`config.mk`:
```
export PLATFORM = sky130hd
export DESIGN_NAME = slice_accessor_token_parser_top
export DESIGN_NICKNAME = d
export VERILOG_FILES = /design/src/sat_pkg.sv /design/src/sat_in_stage.sv /design/src/sat_parser.sv /design/src/sat_out_stage.sv /design/src/slice_accessor_token_parser_top.sv
export VERILOG_INCLUDE_DIRS = /design/src /design/src/src
export SDC_FILE = /design/constraint.sdc
export NUM_CORES = 1
export LEC_CHECK = 0
export ABC_AREA = 1
export BUFFER_PORTS_ARGS = -buffer_cell sky130_fd_sc_hd__clkbuf_2
export CORE_MARGIN = 1
export CORE_UTILIZATION = 36
export CTS_CLUSTER_SIZE = 8
export DETAILED_ROUTE_END_ITERATION = 8
export PLACE_DENSITY = 0.58
export SYNTH_ARGS = -nofsm -noshare
export SYNTH_HDL_FRONTEND = slang
export SYNTH_SLANG_ARGS = --single-unit
```
`constraint.sdc`:
```
create_clock -name clk -period 8.2 [get_ports clk]
set_clock_uncertainty 0.15 [all_clocks]
set_input_delay 1.23 -clock clk [delete_from_list [all_inputs] [get_ports clk]]
set_output_delay 1.23 -clock clk [all_outputs]
set_load 0.05 [all_outputs]
```
`src/slice_accessor_token_parser_top_assert.svh`:
```
// Assertion macros for the accessor-chain token parser.
// Used by the parser core; needs a clk and rst_n in scope.
`ifndef SLICE_ACCESSOR_TOKEN_PARSER_TOP_ASSERT_SVH
`define SLICE_ACCESSOR_TOKEN_PARSER_TOP_ASSERT_SVH

// Same-cycle implication, disabled while in reset.
`define SAT_ASSERT_IMPL(label, ante, cons, msg) \
  label: assert property (@(posedge clk) disable iff (!rst_n) (ante) |-> (cons)) \
    else $error(msg);

// Next-cycle implication, disabled while in reset.
`define SAT_ASSERT_NEXT(label, ante, cons, msg) \
  label: assert property (@(posedge clk) disable iff (!rst_n) (ante) |=> (cons)) \
    else $error(msg);

`endif

```
`src/sat_pkg.sv`:
```
// Shared types and codes for the accessor-chain token parser.
// No dependencies.
`default_nettype none

package sat_pkg;

  localparam logic [2:0] TK_DOT    = 3'd0;
  localparam logic [2:0] TK_IDENT  = 3'd1;
  localparam logic [2:0] TK_LBRACK = 3'd2;
  localparam logic [2:0] TK_RBRACK = 3'd3;
  localparam logic [2:0] TK_COLON  = 3'd4;
  localparam logic [2:0] TK_INT    = 3'd5;
  localparam logic [2:0] TK_OTHER  = 3'd6;
  localparam logic [2:0] TK_END    = 3'd7;

  localparam logic [1:0] NODE_TAKE   = 2'd0;
  localparam logic [1:0] NODE_SELECT = 2'd1;
  localparam logic [1:0] NODE_RANGE  = 2'd2;
  localparam logic [1:0] NODE_ERROR  = 2'd3;

  localparam logic [1:0] ERR_NONE     = 2'd0;
  localparam logic [1:0] ERR_IDENT    = 2'd1;
  localparam logic [1:0] ERR_COLON_BR = 2'd2;
  localparam logic [1:0] ERR_CLOSE_BR = 2'd3;

  typedef enum logic [3:0] {
    PH_WAIT_OP    = 4'd0,
    PH_WANT_IDENT = 4'd1,
    PH_OPEN       = 4'd2,
    PH_HAVE_START = 4'd3,
    PH_COLON1     = 4'd4,
    PH_HAVE_STOP  = 4'd5,
    PH_COLON2     = 4'd6,
    PH_HAVE_STEP  = 4'd7,
    PH_SKIP       = 4'd8
  } phase_t;

  typedef struct packed {
    logic [2:0]  token_kind;
    logic [63:0] token_value;
  } in_item_t;

  typedef struct packed {
    logic [1:0]  node_kind;
    logic [63:0] key_handle;
    logic [63:0] range_start;
    logic [63:0] range_stop;
    logic [63:0] range_step;
    logic [1:0]  error_code;
    logic        last_of_chain;
  } out_item_t;

  typedef struct packed {
    logic      produce;
    out_item_t item;
  } result_t;

endpackage

`default_nettype wire

```
`src/sat_in_stage.sv`:
```
// Input register stage: holds one token request until the parser takes it.
// Depends on sat_pkg.
`default_nettype none

module sat_in_stage
  import sat_pkg::*;
(
  input  wire logic     clk,
  input  wire logic     rst_n,
  input  wire logic     in_valid,
  output logic          in_stall,
  input  wire in_item_t in_data,
  input  wire logic     advance,
  output logic          tok_valid,
  output in_item_t      tok_data
);

  logic     valid_r, valid_nxt;
  in_item_t data_r;
  logic     take;

  assign in_stall  = valid_r && !advance;
  assign take      = in_valid && !in_stall;
  assign tok_valid = valid_r;
  assign tok_data  = data_r;

  always_comb begin
    valid_nxt = valid_r;
    if (take) begin
      valid_nxt = 1'b1;
    end else if (advance) begin
      valid_nxt = 1'b0;
    end
  end

  always_ff @(posedge clk) begin
    if (!rst_n) begin
      valid_r <= 1'b0;
    end else begin
      valid_r <= valid_nxt;
    end
  end

  always_ff @(posedge clk) begin
    if (take) begin
      data_r <= in_data;
    end
  end

endmodule

`default_nettype wire

```
`src/sat_parser.sv`:
```
// Parser core: phase state machine, pending range registers and result build.
// Depends on sat_pkg and slice_accessor_token_parser_top_assert.svh.
`default_nettype none

module sat_parser
  import sat_pkg::*;
#(
  parameter int INDEX_BITS = 64
) (
  input  wire logic     clk,
  input  wire logic     rst_n,
  input  wire logic     fire,
  input  wire in_item_t tok,
  output result_t       res
);

  localparam logic [63:0] IDX_MASK = {64{1'b1}} >> (64 - INDEX_BITS);
  localparam logic [INDEX_BITS-1:0] ONES = {INDEX_BITS{1'b1}};
  localparam logic [INDEX_BITS-1:0] ONE  = {{(INDEX_BITS-1){1'b0}}, 1'b1};

  phase_t                phase_r, phase_nxt;
  logic [INDEX_BITS-1:0] start_r, start_nxt;
  logic [INDEX_BITS-1:0] stop_r, stop_nxt;
  logic [INDEX_BITS-1:0] step_r, step_nxt;
  logic [INDEX_BITS-1:0] num;
  logic [INDEX_BITS-1:0] start_inc;
  logic                  is_end;
  logic [2:0]            kind;
  phase_t                err_phase;

  assign kind      = tok.token_kind;
  assign num       = tok.token_value[INDEX_BITS-1:0];
  assign start_inc = start_r + ONE;
  assign is_end    = (kind == TK_END);
  assign err_phase = is_end ? PH_WAIT_OP : PH_SKIP;

  always_comb begin
    phase_nxt = phase_r;
    start_nxt = start_r;
    stop_nxt  = stop_r;
    step_nxt  = step_r;
    if (fire) begin
      unique case (phase_r)
        PH_WAIT_OP: begin
          if (kind == TK_DOT) begin
            phase_nxt = PH_WANT_IDENT;
          end else if (kind == TK_LBRACK) begin
            start_nxt = ONES;
            stop_nxt  = ONES;
            step_nxt  = ONES;
            phase_nxt = PH_OPEN;
          end else begin
            phase_nxt = err_phase;
          end
        end
        PH_WANT_IDENT: begin
          phase_nxt = (kind == TK_IDENT) ? PH_WAIT_OP : err_phase;
        end
        PH_OPEN: begin
          if (kind == TK_RBRACK) begin
            phase_nxt = PH_WAIT_OP;
          end else if (kind == TK_INT) begin
            start_nxt = num;
            phase_nxt = PH_HAVE_START;
          end else if (kind == TK_COLON) begin
            phase_nxt = PH_COLON1;
          end else begin
            phase_nxt = err_phase;
          end
        end
        PH_HAVE_START: begin
          if (kind == TK_RBRACK) begin
            stop_nxt  = start_inc;
            step_nxt  = ONE;
            phase_nxt = PH_WAIT_OP;
          end else if (kind == TK_COLON) begin
            phase_nxt = PH_COLON1;
          end else begin
            phase_nxt = err_phase;
          end
        end
        PH_COLON1: begin
          if (kind == TK_INT) begin
            stop_nxt  = num;
            phase_nxt = PH_HAVE_STOP;
          end else if (kind == TK_COLON) begin
            phase_nxt = PH_COLON2;
          end else if (kind == TK_RBRACK) begin
            phase_nxt = PH_WAIT_OP;
          end else begin
            phase_nxt = err_phase;
          end
        end
        PH_HAVE_STOP: begin
          if (kind == TK_COLON) begin
            phase_nxt = PH_COLON2;
          end else if (kind == TK_RBRACK) begin
            phase_nxt = PH_WAIT_OP;
          end else begin
            phase_nxt = err_phase;
          end
        end
        PH_COLON2: begin
          if (kind == TK_INT) begin
            step_nxt  = num;
            phase_nxt = PH_HAVE_STEP;
          end else if (kind == TK_RBRACK) begin
            phase_nxt = PH_WAIT_OP;
          end else begin
            phase_nxt = err_phase;
          end
        end
        PH_HAVE_STEP: begin
          phase_nxt = (kind == TK_RBRACK) ? PH_WAIT_OP : err_phase;
        end
        default: begin
          phase_nxt = is_end ? PH_WAIT_OP : PH_SKIP;
        end
      endcase
    end
  end

  always_comb begin
    res                    = '0;
    res.item.node_kind     = NODE_TAKE;
    res.item.key_handle    = 64'd0;
    res.item.range_start   = IDX_MASK;
    res.item.range_stop    = IDX_MASK;
    res.item.range_step    = IDX_MASK;
    res.item.error_code    = ERR_NONE;
    res.item.last_of_chain = 1'b0;
    if (fire) begin
      unique case (phase_r)
        PH_WAIT_OP: begin
          if (kind != TK_DOT && kind != TK_LBRACK) begin
            res.produce            = 1'b1;
            res.item.last_of_chain = 1'b1;
          end
        end
        PH_WANT_IDENT: begin
          res.produce = 1'b1;
          if (kind == TK_IDENT) begin
            res.item.node_kind  = NODE_SELECT;
            res.item.key_handle = tok.token_value;
          end else begin
            res.item.node_kind     = NODE_ERROR;
            res.item.error_code    = ERR_IDENT;
            res.item.last_of_chain = 1'b1;
          end
        end
        PH_OPEN, PH_HAVE_START: begin
          if (kind == TK_RBRACK) begin
            res.produce          = 1'b1;
            res.item.node_kind   = NODE_RANGE;
            res.item.range_start = 64'(start_r);
            res.item.range_stop  = (phase_r == PH_HAVE_START) ? 64'(start_inc)
                                                              : 64'(stop_r);
            res.item.range_step  = (phase_r == PH_HAVE_START) ? 64'(ONE)
                                                              : 64'(step_r);
          end else if (!(kind == TK_COLON ||
                         (kind == TK_INT && phase_r == PH_OPEN))) begin
            res.produce            = 1'b1;
            res.item.node_kind     = NODE_ERROR;
            res.item.error_code    = ERR_COLON_BR;
            res.item.last_of_chain = 1'b1;
          end
        end
        PH_COLON1, PH_HAVE_STOP, PH_COLON2, PH_HAVE_STEP: begin
          if (kind == TK_RBRACK) begin
            res.produce          = 1'b1;
            res.item.node_kind   = NODE_RANGE;
            res.item.range_start = 64'(start_r);
            res.item.range_stop  = 64'(stop_r);
            res.item.range_step  = 64'(step_r);
          end else if (!((kind == TK_INT &&
                          (phase_r == PH_COLON1 || phase_r == PH_COLON2)) ||
                         (kind == TK_COLON &&
                          (phase_r == PH_COLON1 || phase_r == PH_HAVE_STOP)))) begin
            res.produce            = 1'b1;
            res.item.node_kind     = NODE_ERROR;
            res.item.error_code    = ERR_CLOSE_BR;
            res.item.last_of_chain = 1'b1;
          end
        end
        default: begin
          res.produce = 1'b0;
        end
      endcase
    end
  end

  always_ff @(posedge clk) begin
    if (!rst_n) begin
      phase_r <= PH_WAIT_OP;
      start_r <= ONES;
      stop_r  <= ONES;
      step_r  <= ONES;
    end else begin
      phase_r <= phase_nxt;
      start_r <= start_nxt;
      stop_r  <= stop_nxt;
      step_r  <= step_nxt;
    end
  end

`include "slice_accessor_token_parser_top_assert.svh"

  `SAT_ASSERT_IMPL(a_skip_silent, fire && phase_r == PH_SKIP, !res.produce, "result while skipping")
  `SAT_ASSERT_IMPL(a_last_iff_end, res.produce, res.item.last_of_chain == (res.item.node_kind == NODE_TAKE || res.item.node_kind == NODE_ERROR), "last flag mismatch")
  `SAT_ASSERT_IMPL(a_key_only_select, res.produce && res.item.node_kind != NODE_SELECT, res.item.key_handle == 64'd0, "key on non-select")
  `SAT_ASSERT_NEXT(a_end_restarts, fire && is_end && phase_r != PH_OPEN && phase_r != PH_COLON1, phase_r == PH_WAIT_OP, "end item did not restart")

endmodule

`default_nettype wire

```
`src/sat_out_stage.sv`:
```
// Output register stage: holds one result request until the sink takes it.
// Depends on sat_pkg.
`default_nettype none

module sat_out_stage
  import sat_pkg::*;
(
  input  wire logic    clk,
  input  wire logic    rst_n,
  input  wire logic    advance,
  input  wire result_t res,
  output logic         out_free,
  output logic         out_valid,
  input  wire logic    out_stall,
  output out_item_t    out_data
);

  logic      valid_r, valid_nxt;
  out_item_t data_r;
  logic      load;

  assign out_free  = !valid_r || !out_stall;
  assign load      = advance && res.produce;
  assign out_valid = valid_r;
  assign out_data  = data_r;

  always_comb begin
    valid_nxt = valid_r;
    if (out_free) begin
      valid_nxt = load;
    end
  end

  always_ff @(posedge clk) begin
    if (!rst_n) begin
      valid_r <= 1'b0;
    end else begin
      valid_r <= valid_nxt;
    end
  end

  always_ff @(posedge clk) begin
    if (load) begin
      data_r <= res.item;
    end
  end

endmodule

`default_nettype wire

```
`src/slice_accessor_token_parser_top.sv`:
```
// Accessor-chain token parser: one token request in, at most one result out.
// Each accepted token waits in the input register; its result goes to the output register.
// Throughput: one token per cycle while out_free, one state update per token.
// A stalled output holds the parser; the input register then stalls in_valid.
// Reset (rst_n low, synchronous): phase to waiting for an operation, pending
// range values to all ones, both pipeline registers emptied.
`default_nettype none

module slice_accessor_token_parser_top
  import sat_pkg::*;
#(
  parameter int INDEX_BITS = 64
) (
  input  wire logic     clk,
  input  wire logic     rst_n,
  input  wire logic     in_valid,
  output logic          in_stall,
  input  wire in_item_t in_data,
  output logic          out_valid,
  input  wire logic     out_stall,
  output out_item_t     out_data
);

  logic     tok_valid;
  in_item_t tok_data;
  logic     out_free;
  logic     advance;
  result_t  res;

  assign advance = tok_valid && out_free;

  sat_in_stage u_in (
    .clk       (clk),
    .rst_n     (rst_n),
    .in_valid  (in_valid),
    .in_stall  (in_stall),
    .in_data   (in_data),
    .advance   (advance),
    .tok_valid (tok_valid),
    .tok_data  (tok_data)
  );

  sat_parser #(
    .INDEX_BITS (INDEX_BITS)
  ) u_parser (
    .clk   (clk),
    .rst_n (rst_n),
    .fire  (advance),
    .tok   (tok_data),
    .res   (res)
  );

  sat_out_stage u_out (
    .clk       (clk),
    .rst_n     (rst_n),
    .advance   (advance),
    .res       (res),
    .out_free  (out_free),
    .out_valid (out_valid),
    .out_stall (out_stall),
    .out_data  (out_data)
  );

endmodule

`default_nettype wire
```
==> reports/metrics.csv <==
metric;value;unit
critPathKind;reg2reg;
ctsHtreeMaxLevel;3;
vias;20123;
whs_path_depth;2;
reg2reg_slack;4.28;ns
dpl_cell_area;25800;µm²
grt_pass1_vias;18731;
root_buffer;clkbuf_16;
worst_hold_startpoint;u_parser.stop_r[22];
critPathLaunch;u_parser.phase_r[0];
synth_cells;2803;
drc;0;
antenna_found_initial;1;
p_per_area;245;nW/µm²
crit_path_end_kind;flip-flop;
layout_common_cells;nand2_1 (895), clkbuf_2 (332), edfxtp_1 (328);
final_common_cell;nand2_1;
place_inst;3853;
cts_tree;done;
clk_pin_slew;0.06;ns
multiInputGateArea;8090;µm²
start_kind;flip-flop;
worst_slew_pin_slew;1.15;ns
grt_use_total;24.1;%
slew_viol_final;0;
cp_num_buf_inv;5;
postRouteAntennaNets;0;
clock_sinks;526;
fp.dieH;258;µm
worst_r2r_path_depth;12;
ir_drop;155;µV
drive_gt1_share;15.2;%
ys_ff_latch;526;
crit_chain;nand3_4 -> inv_2 -> buf_4 -> nand2_1 -> nand2_1 -> nor2_1 -> nand2_2 -> buf_4 -> inv_2 -> buf_4 -> nand2_1 -> nand3_1;
n_antenna_cell;0;
final_nets;3148;
ys.warnings.count;0;
yosysSeqAreaShare;58.5;%
routedWlPerCell;20.4;µm
hold_end;u_parser.stop_r[22];
vias_per_cell;5.04;
rows;93;
slowest_delay;0.66;ns
rsz0062_at_grt;no;
grt_overflow;0;
rr_startpoint;u_parser.phase_r[0];
initial_core_util;36.5;%
worstHoldPathType;reg2reg;
finalPower;6.86;mW
synth_cell_types;27;
avgSynthCellArea;8.42;µm²
gp_congestion;0.931;
core-area;64600;µm²
cts_made_buffers;76;
io_buffers;333;
fill_cells;6534;
crit_slowest_cell;buf_4;
arrival;4.21;ns
worstPathMaxFanout;65;
fmax;255;MHz
dieArea;66600;µm²
required;8.49;ns
areaGrowthSynthToFinish;18.8;%
setup_viol;0;
status;complete, no violations;
ff_latch_area;13800;µm²
syn_nets;2875;
cp_top_family;buffers and inverters;
tns;0;ns
clkLatencyLatePin;0.60;ns
fin_area;28000;µm²
hold_viol_final;0;
postCtsHoldBufs;0;
p_leak;12.1;nW
die_w;258;µm
first_pass_iters;6;
cts_buffer_depth;3;
instances_no_fill;3990;
ioPinCount;334;
maxCapViolations;0;
post-route-period-util;47.8;%
slew-limit-headroom;23.2;%
cts_resized;0;
drtIter0Drc;2326;
totalWireLength;81600;µm
dp_hpwl;56000;µm
timing.rr.end;u_parser.step_r[8];
synth_area;23600;µm²
grt_pass1_wl;120000;µm
final.min_clock_period;3.92;ns
cts_post_setup_buffers_inserted;0;
grt_max_degree;156;
==> worst min-delay path, stage by stage (launching register included) <==
cell     delay, ns
dfxtp_1       0.32
a21oi_1       0.06
nand2_1       0.05
==> per-layer routing <==
metal	vias to the layer above	wire (µm)	global-route usage (%)
met3	124	6600	4.40
met5	-	0	0
met1	9424	38100	35.9
met4	0	2400	8.48
li1	9728	-	-
met2	847	34500	34.7
==> final cells by class <==
class / count / share of cell area [%]
clock buffers: 135 / 7.76
flip-flops and latches: 526 / 49.3
multi-input cells: 1855 / 28.9
repair buffers: 355 / 6.59
clock inverters: 2 / 0.165
well taps: 855 / 3.82
inverters: 262 / 3.53
==> cells by family (layout without fill, tap and decap cells) <==
kind of cell    after synthesis  after routing  synth area share [%]
flops                       526            526                  58.5
simple gates               1375           1375                  23.1
compound gates              477            477                  11.0
fa+ha+maj                     1              1                0.0530
buf+inv                     422            754                  7.27
xor+xnor                      2              2                0.0742
==> synthesized netlist by cell type <==
library cell	number	area, µm²
o211ai_1	76	571
ha_1	1	12.5
o21ai_0	266	1330
nand3_1	159	796
nand2_2	5	31.3
buf_6	3	33.8
buf_4	11	82.6
clkbuf_1	79	297
nand3b_1	1	7.51
edfxtp_1	328	9850
a21oi_1	122	611
o21ai_1	9	45.0
xor2_1	2	17.5
buf_1	12	45.0
nor3_1	5	25.0
nor2_4	5	56.3
inv_1	244	916
a211oi_1	2	15.0
nand4_1	5	31.3
o31ai_1	2	15.0
buf_2	55	275
dfxtp_1	198	3960
inv_2	18	67.6
nor2_1	292	1100
nor2_2	5	31.3
nand2_1	897	3370
nand3_2	1	10.0
==> sequential cells by signal (all words and copies together), names as in the netlist <==
name / cells
u_out.out_valid: 1
u_in.tok_valid: 1
u_parser.start_r: 64
u_parser.phase_r: 4
u_out.out_data: 261
u_parser.step_r: 64
u_parser.stop_r: 64
u_in.tok_data: 67
==> worst max path at each step <==
stage               cells after the start                  to  slack [ns]
detailed placement                      9  u_out.out_data[15]        3.68
finish                                 12  u_parser.step_r[8]        4.28
global route                           10  u_out.out_data[50]        3.95
global placement                        9  u_out.out_data[66]        3.81
CTS                                    10  u_out.out_data[50]        4.10
floorplan                               6   u_out.out_data[0]        0.64
==> power by group <==
part / internal (mW) / switching [mW] / leakage (nW)
Clock: 1.81 / 1.14 / 1.06
Sequential: 2.93 / 0.0800 / 4.35
Combinational: 0.195 / 0.706 / 6.67
Total: 4.93 / 1.93 / 12.1
==> metrics by stage <==
| stage | hold slack, ns | worst slack, ns | utilization [%] |
|---|---|---|---|
| after floorplan | 0.284 | 0.636 | - |
| after global placement | 0.297 | 3.81 | 40.0 |
| after detailed placement | 0.305 | 3.68 | 40.0 |
| after CTS | 0.319 | 4.10 | 43.4 |
| after global routing | 0.336 | 3.95 | 43.4 |
| final | 0.316 | 4.28 | 43.4 |
(Power assumes the default switching activity.)
